$ cat config.mk
export PLATFORM = sky130hd
export DESIGN_NAME = lhq_cmp
export DESIGN_NICKNAME = d
export VERILOG_FILES = /design/src/hdl/lhq_pkg.sv /design/src/hdl/lhq_cmp.sv
export SDC_FILE = /design/constraint.sdc
export NUM_CORES = 2
export LEC_CHECK = 0
export BUFFER_PORTS_ARGS = -buffer_cell sky130_fd_sc_hd__buf_2
export CAP_MARGIN = 30
export CORE_ASPECT_RATIO = 1.75
export CORE_MARGIN = 4
export CORE_UTILIZATION = 52
export DETAILED_ROUTE_END_ITERATION = 8
export PLACE_DENSITY_LB_ADDON = 0.1
export RECOVER_POWER = 100
export SLEW_MARGIN = 40
export SYNTH_ARGS = -nofsm -noshare
export SYNTH_HDL_FRONTEND = slang
export SYNTH_SLANG_ARGS = --single-unit
$ cat constraint.sdc
create_clock -name i_clk -period 11.39 [get_ports i_clk]
set_input_delay 2.8475 -clock i_clk [delete_from_list [all_inputs] [get_ports i_clk]]
set_output_delay 2.8475 -clock i_clk [all_outputs]
set_load 0.005 [all_outputs]
$ cat src/hdl/lhq_pkg.sv
package lhq_pkg;

    localparam int MAX_POINTS = 1024;
    localparam int IDX_W      = $clog2(MAX_POINTS);
    localparam int CNT_W      = IDX_W + 1;
    localparam int VAL_W      = 32;

    localparam logic [1:0] CMD_CLEAR = 2'd0;
    localparam logic [1:0] CMD_ADD   = 2'd1;
    localparam logic [1:0] CMD_QUERY = 2'd2;

    localparam logic [1:0] ST_OK    = 2'd0;
    localparam logic [1:0] ST_EMPTY = 2'd1;
    localparam logic [1:0] ST_FULL  = 2'd2;

    typedef struct packed {
        logic [IDX_W-1:0]        idx;
        logic signed [VAL_W-1:0] value;
    } t_entry;

    typedef struct packed {
        logic                    is_query;
        logic [CNT_W-1:0]        xc;
        logic signed [VAL_W-1:0] yc;
        logic signed [VAL_W-1:0] slope;
    } t_cmp_ctl;

endpackage

$ cat src/hdl/lhq_cmp.sv
module lhq_cmp (
    input  logic              i_clk,
    input  lhq_pkg::t_cmp_ctl i_ctl,
    input  lhq_pkg::t_entry   i_ent_a,
    input  lhq_pkg::t_entry   i_ent_b,
    output logic              o_flag
);

    localparam int VW = lhq_pkg::VAL_W;
    localparam int IW = lhq_pkg::IDX_W;
    localparam int DW = VW + 1;
    localparam int XW = IW + 2;
    localparam int PW = DW + XW;

    logic signed [DW-1:0] op1a;
    logic signed [DW-1:0] op2a;
    logic signed [XW-1:0] op1b;
    logic signed [XW-1:0] op2b;
    logic signed [PW-1:0] n_p1;
    logic signed [PW-1:0] n_p2;
    logic signed [PW-1:0] r_p1;
    logic signed [PW-1:0] r_p2;
    logic signed [VW-1:0] r_ya;
    logic signed [VW-1:0] r_yb;
    logic                 r_query;
    logic signed [PW:0]   v1;
    logic signed [PW:0]   v2;

    always_comb begin
        if (i_ctl.is_query) begin
            op1a = $signed({i_ctl.slope[VW-1], i_ctl.slope});
            op2a = $signed({i_ctl.slope[VW-1], i_ctl.slope});
            op1b = $signed({2'b00, i_ent_a.idx});
            op2b = $signed({2'b00, i_ent_b.idx});
        end else begin
            op1a = $signed({i_ent_b.value[VW-1], i_ent_b.value})
                 - $signed({i_ent_a.value[VW-1], i_ent_a.value});
            op2a = $signed({i_ctl.yc[VW-1], i_ctl.yc})
                 - $signed({i_ent_b.value[VW-1], i_ent_b.value});
            op1b = $signed({1'b0, i_ctl.xc}) - $signed({2'b00, i_ent_b.idx});
            op2b = $signed({2'b00, i_ent_b.idx}) - $signed({2'b00, i_ent_a.idx});
        end
        n_p1 = op1a * op1b;
        n_p2 = op2a * op2b;
    end

    always_ff @(posedge i_clk) begin
        r_p1    <= n_p1;
        r_p2    <= n_p2;
        r_ya    <= i_ent_a.value;
        r_yb    <= i_ent_b.value;
        r_query <= i_ctl.is_query;
    end

    always_comb begin
        v1 = $signed({{(PW + 1 - VW){r_ya[VW-1]}}, r_ya}) + $signed({r_p1[PW-1], r_p1});
        v2 = $signed({{(PW + 1 - VW){r_yb[VW-1]}}, r_yb}) + $signed({r_p2[PW-1], r_p2});
        o_flag = r_query ? (v1 <= v2) : (r_p1 >= r_p2);
    end

endmodule

==> summary.txt <==
Synthesis
  – Number of different library cells in the post-synthesis netlist: 82
  – Leading post-synthesis cells by cell area: fa_1 (34%), ha_1 (14%), inv_1 (8.3%)
  – Post-synthesis async set-or-reset flop share: 0%
  – Synth Instances: 4897
  – Number of enable flip-flop cells after synthesis: 0
  – Fraction of synthesized cell area taken by the top area cell type: 34.1%
  – Nets in the synthesized netlist: 6211
  – Synthesized area per cell: 8.42 sq um
  – Yosys warning total: 0
  – Share of the yosys chip area belonging to registers: 7.52%
  – Commonest register cell after synthesis: dfxtp_1
  – Flip-flop and latch count after synthesis: 155
  – Cell type with the highest aggregate area in the netlist: fa_1
  – Cell area after synthesis: 41200 sq um

Timing
  – Setup total negative slack: 0 ns
  – Post-layout minimum cycle time: 10.93 ns
  – Headroom to the max-slew limit: 2.13%
  – Highest clock rate: 91.5 MHz
  – Final worst-path cycle share: 96.0%
  – RSZ-0062 raised after global routing: no
  – Max-slew violations: 0
  – Final hold viol count: 0
  – Final setup vio count: 0
  – Pin slew with the least headroom to its limit: 1.47 ns

Global routing
  – Largest net degree at the start of global routing: 51
  – First-pass GRT wire length: 231000 microns
  – GRT overflow: 0
  – Global routing usage summed across all routing layers: 36.7%
  – Initial antenna violation count: 14
  – Vias in the first global route: 38435

Critical path
  – Largest driver fanout on the critical path: 11
  – Slowest CP cell: fa_1
  – Max stage delay on crit path: 0.53 ns
  – Worst Path Required: 11.81 ns
  – Type of origin of the critical path: input port
  – Category of the most critical setup path: input port to flip-flop
  – Setup crit end kind: flip-flop
  – Arrival time at the worst endpoint: 11.35 ns

Placement
  – DP HPWL: 133000 microns
  – Routability cong.: 1.02
  – Buffers added on ports: 161

Flow run
  – Number of max-cap violations: 0

Detailed routing
  – Overall routed net length: 154000 microns
  – Count of nets left with antenna violations after detail routing: 0
  – Detailed-routing iteration count for the pre-antenna-repair pass: 6
  – Total via count after detailed routing: 36252
  – Post-detailed-route via-to-cell ratio: 5.87
  – Iteration-0 DRC count of the detailed router: 2655
  – Post-route DRC violation count: 0
  – Avg WL per Cell: 24.9 microns

Run status
  – Result of the run: completed

Layout
  – Register area: 3100 sq um
  – Area of the multi-input gates: 34200 sq um
  – Most frequent standard cell in the layout excluding fill and tap cells: inv_1
  – Area growth, synth to finish: 8.90%
  – Fillers: 7639
  – Fraction of final layout cells with drive strength greater than 1: 6.98%
  – Nets@finish: 6441
  – Most frequent cells in the layout: inv_1 (907), fa_1 (703), nand2_1 (590)

Floorplanning
  – Die width: 221 microns
  – Die boundary height: 381 microns
  – Die ar.: 84100 sq um
  – Starting utilization of the core area: 52.5%
  – Floorplan core area: 78600 sq um
  – Number of ports placed on the die boundary: 162
  – Number of placement rows: 136

Clock network
  – TritonCTS clock tree: done
  – Cells resized by post-CTS repair: 0
  – Deepest clock path buffer count: 2
  – Clock transition at path regs: 0.07 ns
  – Post-CTS Hold Buffers: 0
  – Number of buffers created by CTS: 17
  – CTS HTree Levels: 4
  – Post-CTS setup buffer count: 0
  – Sinks on the clock net: 155
  – Root buffer selected by CTS: clkbuf_16

Hold path
  – Path class of the lowest-slack min-delay path: input port to flip-flop
## area by class of cell
type | instances | area share [%]
Clock inverter | 14 | 0.390
Multi-Input combinational cell | 3678 | 76.1
Inverter | 908 | 7.59
Clock buffer | 18 | 0.978
Antenna cell | 6 | 0.0334
Timing Repair Buffer | 367 | 5.16
Tap cell | 1035 | 2.88
Sequential cell | 155 | 6.91
## routing by layer
metal / share of wire [%] / vias up / track usage [%]
met5: 0.016 / - / 0
met4: 13 / 4 / 36.0
met3: 6.1 / 682 / 6.11
met2: 48 / 1589 / 62.5
met1: 33 / 17743 / 37.6
li1: - / 16234 / -
## cell usage after synthesis, drive strengths merged (7+ instances only)
cell type	number
o31ai	25
o211ai	12
o21bai	27
a211o	7
buf	15
xor2	81
a31oi	24
a22o	16
o21a	67
or2	12
and4	7
or3	12
nor2	299
nand2	590
mux2	7
nand3b	7
a221oi	8
and2	79
a41oi	7
fa	703
a21oi	226
a22oi	37
nand2b	50
nand4	38
a2111oi	14
clkbuf	141
dfxtp	155
a32oi	9
nor3	55
a21boi	12
inv	907
xnor2	147
a21o	167
o21ai	197
and3	32
nand3	65
nor2b	75
ha	450
mux2i	9
a211oi	21
## state kept, by name, summed over array words and instances (netlist names)
name / cells
r_p1: 45
r_p2: 45
r_ya: 32
r_yb: 32
r_query: 1
## stage by stage
step                util, %  hold slack [ns]  cells  instance area [sq um]  setup slack (ns)
finish                 57.1             2.49   6181                  44900             0.461
global placement       56.5             2.97   6143                  44400             0.162
floorplan                 -             2.88   4897                  41200             0.547
CTS                    57.3             2.47   6175                  45100             0.534
global route           57.1             2.46   6175                  44900            0.0949
detailed placement     56.5             2.97   6143                  44400            0.0631
## cells by family after synthesis
kind of cell    synth area share (%)
compound gates                  15.0
xor+xnor                        4.84
fa+ha+maj                       47.8
buf+inv                         9.69
flops                           7.52
mux                            0.410
simple gates                    14.7
## worst max-delay path: cells and delay by family
family	cells	cell delay, ns
adder cells (fa/ha/maj)	7	3.18
AO/OA/AOI/OAI	13	2.35
buffers and inverters	10	1.29
AND/OR/NAND/NOR	5	1.14
XOR/XNOR	2	0.52
## final timing paths
path	startpoint	to	slack, ns	depth (start not counted)
worst max-delay path	i_ent_a[1]	r_p1[29]	0.46	37
worst min-delay path	i_ent_a[2]	r_ya[2]	2.49	1
Power is left out: the tool's default activity adds up to more than one toggle a clock period on the data nets, which glitch-free logic cannot reach.
